**config.mk**
```make
export PLATFORM = sky130hd
export DESIGN_NAME = enhanced_clock_page_replacer
export DESIGN_NICKNAME = d
export VERILOG_FILES = /design/src/rtl/core/ecpr_pkg.sv /design/src/rtl/core/ecpr_ram.sv /design/src/rtl/core/ecpr_ctrl.sv /design/src/rtl/core/ecpr_dp.sv /design/src/rtl/core/enhanced_clock_page_replacer.sv
export SDC_FILE = /design/constraint.sdc
export NUM_CORES = 1
export LEC_CHECK = 0
export BUFFER_PORTS_ARGS = -buffer_cell sky130_fd_sc_hd__clkbuf_2
export CAP_MARGIN = 10
export CORE_ASPECT_RATIO = 2
export CORE_MARGIN = 3
export CORE_UTILIZATION = 45
export DETAILED_ROUTE_END_ITERATION = 12
export MAX_ROUTING_LAYER = met4
export PLACE_DENSITY = 0.73
export SYNTH_ARGS = -nofsm -noshare
export SYNTH_HDL_FRONTEND = slang
export SYNTH_SLANG_ARGS = --single-unit
```
**constraint.sdc**
```tcl
create_clock -name clock -period 3.8 [get_ports clock]
set_input_delay 0.76 -clock clock [delete_from_list [all_inputs] [get_ports clock]]
set_output_delay 0.76 -clock clock [all_outputs]
set_load 0.02 [all_outputs]
```
**src/rtl/core/ecpr_pkg.sv**
```systemverilog
`timescale 1ns / 1ps

package ecpr_pkg;

   localparam int PAGE_W = 20;

   // action codes
   localparam logic [1:0] ACT_INSERT = 2'd0;
   localparam logic [1:0] ACT_ACCESS = 2'd1;
   localparam logic [1:0] ACT_VICTIM = 2'd2;

   // result status codes
   localparam logic [2:0] STATUS_DONE         = 3'd0;
   localparam logic [2:0] STATUS_VICTIM       = 3'd1;
   localparam logic [2:0] STATUS_EMPTY        = 3'd2;
   localparam logic [2:0] STATUS_FULL         = 3'd3;
   localparam logic [2:0] STATUS_NOT_RESIDENT = 3'd4;

   typedef struct packed {
      logic [1:0]        action;
      logic [PAGE_W-1:0] page_number;
      logic              is_write;
   } req_type;

   typedef struct packed {
      logic [2:0]        status;
      logic [PAGE_W-1:0] victim_page;
   } rsp_type;

   typedef enum logic [2:0] {
      S_IDLE,
      S_ACC,
      S_ACC_END,
      S_SCAN,
      S_VIC,
      S_SH_RD,
      S_SH_WR,
      S_RESP
   } state_type;

   // controller -> datapath
   typedef struct packed {
      logic       load;            // capture request, clear index and hit flag
      logic       insert;          // append page at the tail
      logic       acc_rd;          // read slot at index for compare, advance index
      logic       scan_step;       // age bits at index, advance index with wrap
      logic       vic_rd;          // read slot at index (victim)
      logic       vic_take;        // capture victim, close the gap in the bits
      logic       sh_rd;           // read slot at index + 1
      logic       sh_wr;           // write read data at index, advance index
      logic       status_set;      // load status code, clear victim page
      logic       status_from_hit; // status picked from the access hit flag
      logic [2:0] status_code;
   } cmd_type;

   // datapath -> controller
   typedef struct packed {
      logic empty;
      logic full;
      logic idx_last;   // index is the last resident slot
      logic page_clear; // both bits of the slot at index are clear
   } sts_type;

endpackage

```
**src/rtl/core/ecpr_ram.sv**
```systemverilog
`timescale 1ns / 1ps

module ecpr_ram #(
   parameter int WIDTH = 20,
   parameter int DEPTH = 8
) (
   input  logic                                     clock,
   input  logic                                     wr_en,
   input  logic [(DEPTH > 1 ? $clog2(DEPTH) : 1)-1:0] wr_addr,
   input  logic [WIDTH-1:0]                         wr_data,
   input  logic                                     rd_en,
   input  logic [(DEPTH > 1 ? $clog2(DEPTH) : 1)-1:0] rd_addr,
   output logic [WIDTH-1:0]                         rd_data
);

   logic [WIDTH-1:0] mem_ff [DEPTH];

   always_ff @(posedge clock) begin
      if (wr_en) begin
         mem_ff[wr_addr] <= wr_data;
      end
      if (rd_en) begin
         rd_data <= mem_ff[rd_addr];
      end
   end

endmodule

```
**src/rtl/core/ecpr_ctrl.sv**
```systemverilog
`timescale 1ns / 1ps

module ecpr_ctrl (
   input  logic             clock,
   input  logic             reset,
   input  logic             start,
   input  logic [1:0]       req_action,
   input  ecpr_pkg::sts_type sts,
   output ecpr_pkg::cmd_type cmd,
   output logic             busy,
   output logic             rsp_strobe
);

   ecpr_pkg::state_type state_ff, state_in;

   always_ff @(posedge clock) begin
      if (reset) begin
         state_ff <= ecpr_pkg::S_IDLE;
      end else begin
         state_ff <= state_in;
      end
   end

   always_comb begin
      state_in = state_ff;
      unique case (state_ff)
         ecpr_pkg::S_IDLE: begin
            if (start) begin
               unique case (req_action)
                  ecpr_pkg::ACT_ACCESS: begin
                     state_in = sts.empty ? ecpr_pkg::S_RESP : ecpr_pkg::S_ACC;
                  end
                  ecpr_pkg::ACT_VICTIM: begin
                     state_in = sts.empty ? ecpr_pkg::S_RESP : ecpr_pkg::S_SCAN;
                  end
                  default: begin
                     state_in = ecpr_pkg::S_RESP;
                  end
               endcase
            end
         end
         ecpr_pkg::S_ACC: begin
            if (sts.idx_last) begin
               state_in = ecpr_pkg::S_ACC_END;
            end
         end
         ecpr_pkg::S_ACC_END: state_in = ecpr_pkg::S_RESP;
         ecpr_pkg::S_SCAN: begin
            if (sts.page_clear) begin
               state_in = ecpr_pkg::S_VIC;
            end
         end
         ecpr_pkg::S_VIC: begin
            state_in = sts.idx_last ? ecpr_pkg::S_RESP : ecpr_pkg::S_SH_RD;
         end
         ecpr_pkg::S_SH_RD: state_in = ecpr_pkg::S_SH_WR;
         ecpr_pkg::S_SH_WR: begin
            state_in = sts.idx_last ? ecpr_pkg::S_RESP : ecpr_pkg::S_SH_RD;
         end
         ecpr_pkg::S_RESP: state_in = ecpr_pkg::S_IDLE;
         default: state_in = ecpr_pkg::S_IDLE;
      endcase
   end

   always_comb begin
      cmd = '0;
      cmd.status_code = ecpr_pkg::STATUS_DONE;
      busy = 1'b1;
      rsp_strobe = 1'b0;
      unique case (state_ff)
         ecpr_pkg::S_IDLE: begin
            busy = 1'b0;
            if (start) begin
               cmd.load = 1'b1;
               unique case (req_action)
                  ecpr_pkg::ACT_INSERT: begin
                     cmd.status_set = 1'b1;
                     if (sts.full) begin
                        cmd.status_code = ecpr_pkg::STATUS_FULL;
                     end else begin
                        cmd.insert = 1'b1;
                     end
                  end
                  ecpr_pkg::ACT_ACCESS: begin
                     // non-empty case resolves at the end of the compare sweep
                     cmd.status_set = sts.empty;
                     cmd.status_code = ecpr_pkg::STATUS_NOT_RESIDENT;
                  end
                  ecpr_pkg::ACT_VICTIM: begin
                     cmd.status_set = sts.empty;
                     cmd.status_code = ecpr_pkg::STATUS_EMPTY;
                  end
                  default: begin
                     cmd.status_set = 1'b1;
                  end
               endcase
            end
         end
         ecpr_pkg::S_ACC: cmd.acc_rd = 1'b1;
         ecpr_pkg::S_ACC_END: begin
            cmd.status_set = 1'b1;
            cmd.status_from_hit = 1'b1;
         end
         ecpr_pkg::S_SCAN: begin
            if (sts.page_clear) begin
               cmd.vic_rd = 1'b1;
            end else begin
               cmd.scan_step = 1'b1;
            end
         end
         ecpr_pkg::S_VIC:   cmd.vic_take = 1'b1;
         ecpr_pkg::S_SH_RD: cmd.sh_rd = 1'b1;
         ecpr_pkg::S_SH_WR: cmd.sh_wr = 1'b1;
         ecpr_pkg::S_RESP:  rsp_strobe = 1'b1;
         default: ;
      endcase
   end

endmodule

```
**src/rtl/core/ecpr_dp.sv**
```systemverilog
`timescale 1ns / 1ps

module ecpr_dp #(
   parameter int FRAMES = 8
) (
   input  logic              clock,
   input  logic              reset,
   input  ecpr_pkg::req_type req_data,
   input  ecpr_pkg::cmd_type cmd,
   output ecpr_pkg::sts_type sts,
   output ecpr_pkg::rsp_type rsp_data
);

   localparam int IDXW = (FRAMES > 1) ? $clog2(FRAMES) : 1;
   localparam int CNTW = $clog2(FRAMES + 1);

   logic [ecpr_pkg::PAGE_W-1:0] page_ff;
   logic                        is_write_ff;
   logic [CNTW-1:0]             count_ff, count_in;
   logic [IDXW-1:0]             idx_ff, idx_in;
   logic [IDXW-1:0]             cmp_idx_ff;
   logic                        cmp_vld_ff;
   logic                        hit_ff, hit_in;
   logic [FRAMES-1:0]           acc_ff, acc_in;
   logic [FRAMES-1:0]           dirty_ff, dirty_in;
   logic [2:0]                  status_ff;
   logic [ecpr_pkg::PAGE_W-1:0] victim_ff;

   logic                        ram_wr_en;
   logic [IDXW-1:0]             ram_wr_addr;
   logic [ecpr_pkg::PAGE_W-1:0] ram_wr_data;
   logic                        ram_rd_en;
   logic [IDXW-1:0]             ram_rd_addr;
   logic [ecpr_pkg::PAGE_W-1:0] ram_q;
   logic                        match;
   logic                        idx_last;

   ecpr_ram #(
      .WIDTH(ecpr_pkg::PAGE_W),
      .DEPTH(FRAMES)
   ) u_slots (
      .clock  (clock),
      .wr_en  (ram_wr_en),
      .wr_addr(ram_wr_addr),
      .wr_data(ram_wr_data),
      .rd_en  (ram_rd_en),
      .rd_addr(ram_rd_addr),
      .rd_data(ram_q)
   );

   assign idx_last = ((CNTW'(idx_ff) + CNTW'(1)) == count_ff);
   assign match    = cmp_vld_ff && (ram_q == page_ff);

   always_comb begin
      ram_wr_en   = cmd.insert | cmd.sh_wr;
      ram_wr_addr = cmd.insert ? count_ff[IDXW-1:0] : idx_ff;
      ram_wr_data = cmd.insert ? req_data.page_number : ram_q;
      ram_rd_en   = cmd.acc_rd | cmd.vic_rd | cmd.sh_rd;
      ram_rd_addr = cmd.sh_rd ? (idx_ff + IDXW'(1)) : idx_ff;
   end

   always_comb begin
      sts.empty      = (count_ff == '0);
      sts.full       = (count_ff == CNTW'(FRAMES));
      sts.idx_last   = idx_last;
      sts.page_clear = !acc_ff[idx_ff] && !dirty_ff[idx_ff];
   end

   always_comb begin
      count_in = count_ff;
      if (cmd.insert) begin
         count_in = count_ff + CNTW'(1);
      end else if (cmd.vic_take) begin
         count_in = count_ff - CNTW'(1);
      end

      idx_in = idx_ff;
      if (cmd.load) begin
         idx_in = '0;
      end else if (cmd.scan_step && idx_last) begin
         idx_in = '0;   // wrap to the oldest page for the next pass
      end else if (cmd.acc_rd || cmd.scan_step || cmd.sh_wr) begin
         idx_in = idx_ff + IDXW'(1);
      end

      hit_in = cmd.load ? 1'b0 : (hit_ff | match);
   end

   always_comb begin
      acc_in   = acc_ff;
      dirty_in = dirty_ff;
      for (int j = 0; j < FRAMES; j++) begin
         if (cmd.insert && (count_ff[IDXW-1:0] == IDXW'(j))) begin
            acc_in[j]   = 1'b0;
            dirty_in[j] = 1'b0;
         end
         if (match && (cmp_idx_ff == IDXW'(j))) begin
            acc_in[j] = 1'b1;
            if (is_write_ff) begin
               dirty_in[j] = 1'b1;
            end
         end
         if (cmd.scan_step && (idx_ff == IDXW'(j))) begin
            // one bit set: both cleared; both set: dirty survives
            acc_in[j]   = 1'b0;
            dirty_in[j] = acc_ff[j] & dirty_ff[j];
         end
         if (cmd.vic_take && (j >= int'(idx_ff))) begin
            if (j < FRAMES - 1) begin
               acc_in[j]   = acc_ff[j+1];
               dirty_in[j] = dirty_ff[j+1];
            end else begin
               acc_in[j]   = 1'b0;
               dirty_in[j] = 1'b0;
            end
         end
      end
   end

   always_ff @(posedge clock) begin
      if (reset) begin
         count_ff   <= '0;
         idx_ff     <= '0;
         cmp_vld_ff <= 1'b0;
         hit_ff     <= 1'b0;
         acc_ff     <= '0;
         dirty_ff   <= '0;
         status_ff  <= ecpr_pkg::STATUS_DONE;
         victim_ff  <= '0;
      end else begin
         count_ff   <= count_in;
         idx_ff     <= idx_in;
         cmp_vld_ff <= cmd.acc_rd;
         hit_ff     <= hit_in;
         acc_ff     <= acc_in;
         dirty_ff   <= dirty_in;
         if (cmd.vic_take) begin
            status_ff <= ecpr_pkg::STATUS_VICTIM;
            victim_ff <= ram_q;
         end else if (cmd.status_set) begin
            victim_ff <= '0;
            if (cmd.status_from_hit) begin
               status_ff <= (hit_ff | match) ? ecpr_pkg::STATUS_DONE
                                             : ecpr_pkg::STATUS_NOT_RESIDENT;
            end else begin
               status_ff <= cmd.status_code;
            end
         end
      end
   end

   always_ff @(posedge clock) begin
      cmp_idx_ff <= idx_ff;
      if (cmd.load) begin
         page_ff     <= req_data.page_number;
         is_write_ff <= req_data.is_write;
      end
   end

   assign rsp_data.status      = status_ff;
   assign rsp_data.victim_page = victim_ff;

endmodule

```
**src/rtl/core/enhanced_clock_page_replacer.sv**
```systemverilog
`timescale 1ns / 1ps

// Channel   Ports                          Handshake
// request   start, busy, req_data          taken when start && !busy
// result    rsp_strobe, rsp_data           one cycle per result, no backpressure
//
// One request at a time; busy is high from the cycle after acceptance
// through the cycle that carries rsp_strobe. Insert, empty or unknown
// action: status set at acceptance, then the result. Access: one slot read
// per cycle from the slot RAM over the N resident pages, plus the last compare.
// Victim: scan steps over the bit flops until a slot has both bits clear,
// then each slot behind the victim moves down (slot RAM read then write).
// Reset (synchronous) empties the store; the results cannot be stalled.

module enhanced_clock_page_replacer #(
   parameter int FRAMES = 8
) (
   input  logic              clock,
   input  logic              reset,
   input  logic              start,
   output logic              busy,
   input  ecpr_pkg::req_type req_data,
   output logic              rsp_strobe,
   output ecpr_pkg::rsp_type rsp_data
);

   ecpr_pkg::cmd_type cmd;
   ecpr_pkg::sts_type sts;

   ecpr_ctrl u_ctrl (
      .clock     (clock),
      .reset     (reset),
      .start     (start),
      .req_action(req_data.action),
      .sts       (sts),
      .cmd       (cmd),
      .busy      (busy),
      .rsp_strobe(rsp_strobe)
   );

   ecpr_dp #(
      .FRAMES(FRAMES)
   ) u_dp (
      .clock   (clock),
      .reset   (reset),
      .req_data(req_data),
      .cmd     (cmd),
      .sts     (sts),
      .rsp_data(rsp_data)
   );

endmodule

```
==> metrics.md <==
| Metric | Value |
|---|---|
| Status | `finished clean` |
| Most frequent cell after synthesis | `edfxtp_1` |
| H-tree depth reported by CTS | `1` |
| First-pass GRT wire length | `slightly above 40 mm` |
| Clock tree root driver cell | `clkbuf_16` |
| Ant diodes | `0` |
| Vias | `between 6000 and 7000` |
| FMAX | `360.7 MHz` |
| CORE AREA | `23530 um^2` |
| Effective utilization at floorplan | `0.4627` |
| Total track usage | `0.2180` |
| Worst reg-to-reg path cell count | `6` |
| Sink Count | `approximately 260` |
| Max Buffers Root-to-Sink | `3` |
| Final Hold Vio Count | `0` |
| Pre-CTS setup slack | `about 890 ps` |
| DR WL/cell | `24.08 um` |
| # hold bufs at CTS | `0` |
| Post-CTS Setup Repair Bufs | `0` |
| Fin nets | `871` |
| CTS tree | `built` |
| Highest ir drop seen on vdd | `roughly 0.33 mV` |
| Placement Cell Area | `11570 um^2` |
| Most common library cells after synthesis | `201 x edfxtp_1, 112 x nand2_1, 54 x dfxtp_1` |
| Multi-input logic area | `3576 um^2` |
| Starting DRT DRC Count | `530` |
| Area grow syn2layout | `13.03%` |
| Max cap viols | `0` |
| Die height | `226.0 um` |
| Width of the die | `around 120 um` |
| Routability cong. | `0.9553` |
| Avg Cell Area, Syn | `14.03 um^2` |
| First-pass DRT Iterations | `7` |
| Clk Latency, worst-skew pair | `approximately 520 ps` |
| Final setup viols | `0` |
| Crit. End Element | `register` |
| LEAKAGE | `4.291 nW` |
| Top cell type's share of synthesized area | `0.5545` |
| DRC Markers | `0` |
| Hold depth | `1` |
| Setup Crit Path Kind | `reg2reg` |
| Sequential-to-total area share from yosys stat | `0.6538` |
| Power Dens Cells | `about 740 nW/um^2` |
| Cell row count | `79` |
| Cell Area, Synth | `10890 um^2` |
| DP Cell Count | `1093` |
| Max_slew headroom | `0.2865` |
| Final WL | `27.28 mm` |
| Synth Register Bits | `about 260` |
| Via density | `6.014` |
| Min-Delay Path Class | `in2reg` |
| Synth area leader | `edfxtp_1` |
| Vias in the first global route | `between 7000 and 8000` |
| Fill cell total of the finished layout | `roughly 1900` |
| CP startpoint kind | `register` |
| Final instance area | `roughly 12000 um^2` |
| Worst-margin pin slew | `between 1000 and 1500 ps` |
| Die area | `about 26000 um^2` |
| WP data required | `3970 ps` |
| Area contributors post-synth | `edfxtp_1 55%, dfxtp_1 9.9%, mux4_2 8.3%` |
| Register area | `7117 um^2` |
| Antenna-violating nets left | `0` |
| Post-Syn Nets | `813` |
| RSZ-0062 raised after global routing | `no` |
| Total congestion overflow | `0` |
| Num ports | `between 50 and 60` |
| Layout cells sized above 1 | `0.2259` |
| Final worst setup slack | `1028 ps` |
| IO buf count | `50` |
| Initial antenna violation count | `0` |
| EDFF count, synth | `approximately 200` |
| Detail Placement HPWL | `18.07 mm` |
| Main synth FF type | `edfxtp_1` |
| Largest net degree at the start of global routing | `41` |
| FFs w/ async S/R, synth | `0` |
| Worst Skew | `18.45 ps` |
| Synthesis Warnings | `0` |
| CTS resizes | `0` |
| Cell variety after synth | `69` |
| Tcrit/Tclk final | `0.7296` |
| Post-Layout Cell Count | `approximately 1100` |
| Setup tns final | `0 ps` |
| CTS buffer count | `22` |
| Final Max Slew Viols | `0` |
| Clk pin slew, worst setup/hold paths | `70 ps` |
| Crit path time final | `2772 ps` |
| Pwr Total | `9.066 mW` |
| Crit path DAT | `around 2900 ps` |
| Worst-path fanout max | `20` |
| Cells after Synth | `776` |
registers in the layout, summed over array words and instances, names as in the netlist:
name and flops:
u_ctrl.state_ff 3, u_dp.hit_ff 1, u_dp.cmp_vld_ff 1, u_dp.u_slots.mem_ff 160, u_dp.dirty_ff 8, u_dp.page_ff 20
u_dp.status_ff 3, u_dp.victim_ff 20, u_dp.acc_ff 8, u_dp.u_slots.rd_data 20, u_dp.count_ff 4, u_dp.idx_ff 3
u_dp.cmp_idx_ff 3, u_dp.is_write_ff 1
metal layers:
metal  global-route usage  wire length [um]  up-vias
met4               0.1356              1957        0
met3              0.02494              1319      101
met1               0.2247              9088     3385
met2               0.3860             14910      265
met5                    -                 0        -
li1                     -                 -     3063
layout make-up:
| cell class | count | area share |
|---|---|---|
| timing repair buffer | 76 | 0.03925 |
| multi-input combinational | 467 | 0.2906 |
| tap | 283 | 0.02878 |
| inverter | 12 | 0.003661 |
| clock inverter | 12 | 0.01017 |
| sequential | 255 | 0.5784 |
| clock buffer | 28 | 0.04912 |
path summary, 6_finish.rpt:
path                                                      from  slack, ps                           endpoint
worst max-delay path               u_dp.idx_ff[1]$_SDFFE_PP0P_       1030  u_dp.u_slots.rd_data[9]$_DFFE_PP_
worst min-delay path                              req_data[17]        430         u_dp.page_ff[16]$_DFFE_PP_
worst max register to register     u_dp.idx_ff[1]$_SDFFE_PP0P_       1030  u_dp.u_slots.rd_data[9]$_DFFE_PP_
worst min register to register  u_dp.victim_ff[0]$_SDFFE_PP0P_        470     u_dp.victim_ff[0]$_SDFFE_PP0P_
power by group:
part | internal (mW) | leakage (nW) | switching, mW
Sequential | 3.66 | 2.27 | 0.289
Combinational | 1.15 | 1.67 | 1.68
Clock | 1.28 | 0.356 | 1.01
Total | 6.09 | 4.29 | 2.98
cells by family after synthesis:
logic type | after synthesis | share of synthesized area
DFF | 255 | 0.6538
and+or+nand+nor | 253 | 0.1112
AOI/OAI and AO/OA | 111 | 0.06862
muxes | 65 | 0.1082
buffers and inverters | 54 | 0.02253
xor gates and xnor gates | 27 | 0.02241
adders and majority gates | 11 | 0.01333
per-stage QoR:
step                      utilization  hold WS [ps]
after floorplan                     -         359.6
after global placement         0.4920         456.8
after detailed placement       0.4920         462.6
after CTS                      0.5230         415.2
after global routing           0.5230         412.9
final                          0.5230         425.0
layout by cell type (no fill, tap or decap), types with 4 or more instances in the layout:
cell type	n
o31a_1	5
nand2_1	112
buf_4	23
a31oi_1	5
o21ai_1	5
clkbuf_1	4
mux4_2	40
nand4_1	4
or3_1	7
nor4_1	6
xor2_1	19
o211ai_1	4
o21ai_0	15
dfxtp_1	54
nor2_2	9
nand3_1	37
xnor2_1	7
clkbuf_2	50
nor3b_1	5
a211oi_1	5
nor2_1	27
nor3_1	16
clkbuf_16	23
a21oi_1	35
ha_1	10
nand2b_1	5
mux2_2	21
inv_1	10
edfxtp_1	201
and3_1	4
nor2b_1	8
worst max-delay path: stages (launching register included):
cell     delay, ps
dfxtp_1        720
nor2_1         230
nor3b_1        240
or4_4          580
o21ai_0        150
and2_1         140
buf_4          350
(Power assumes the default switching activity.)
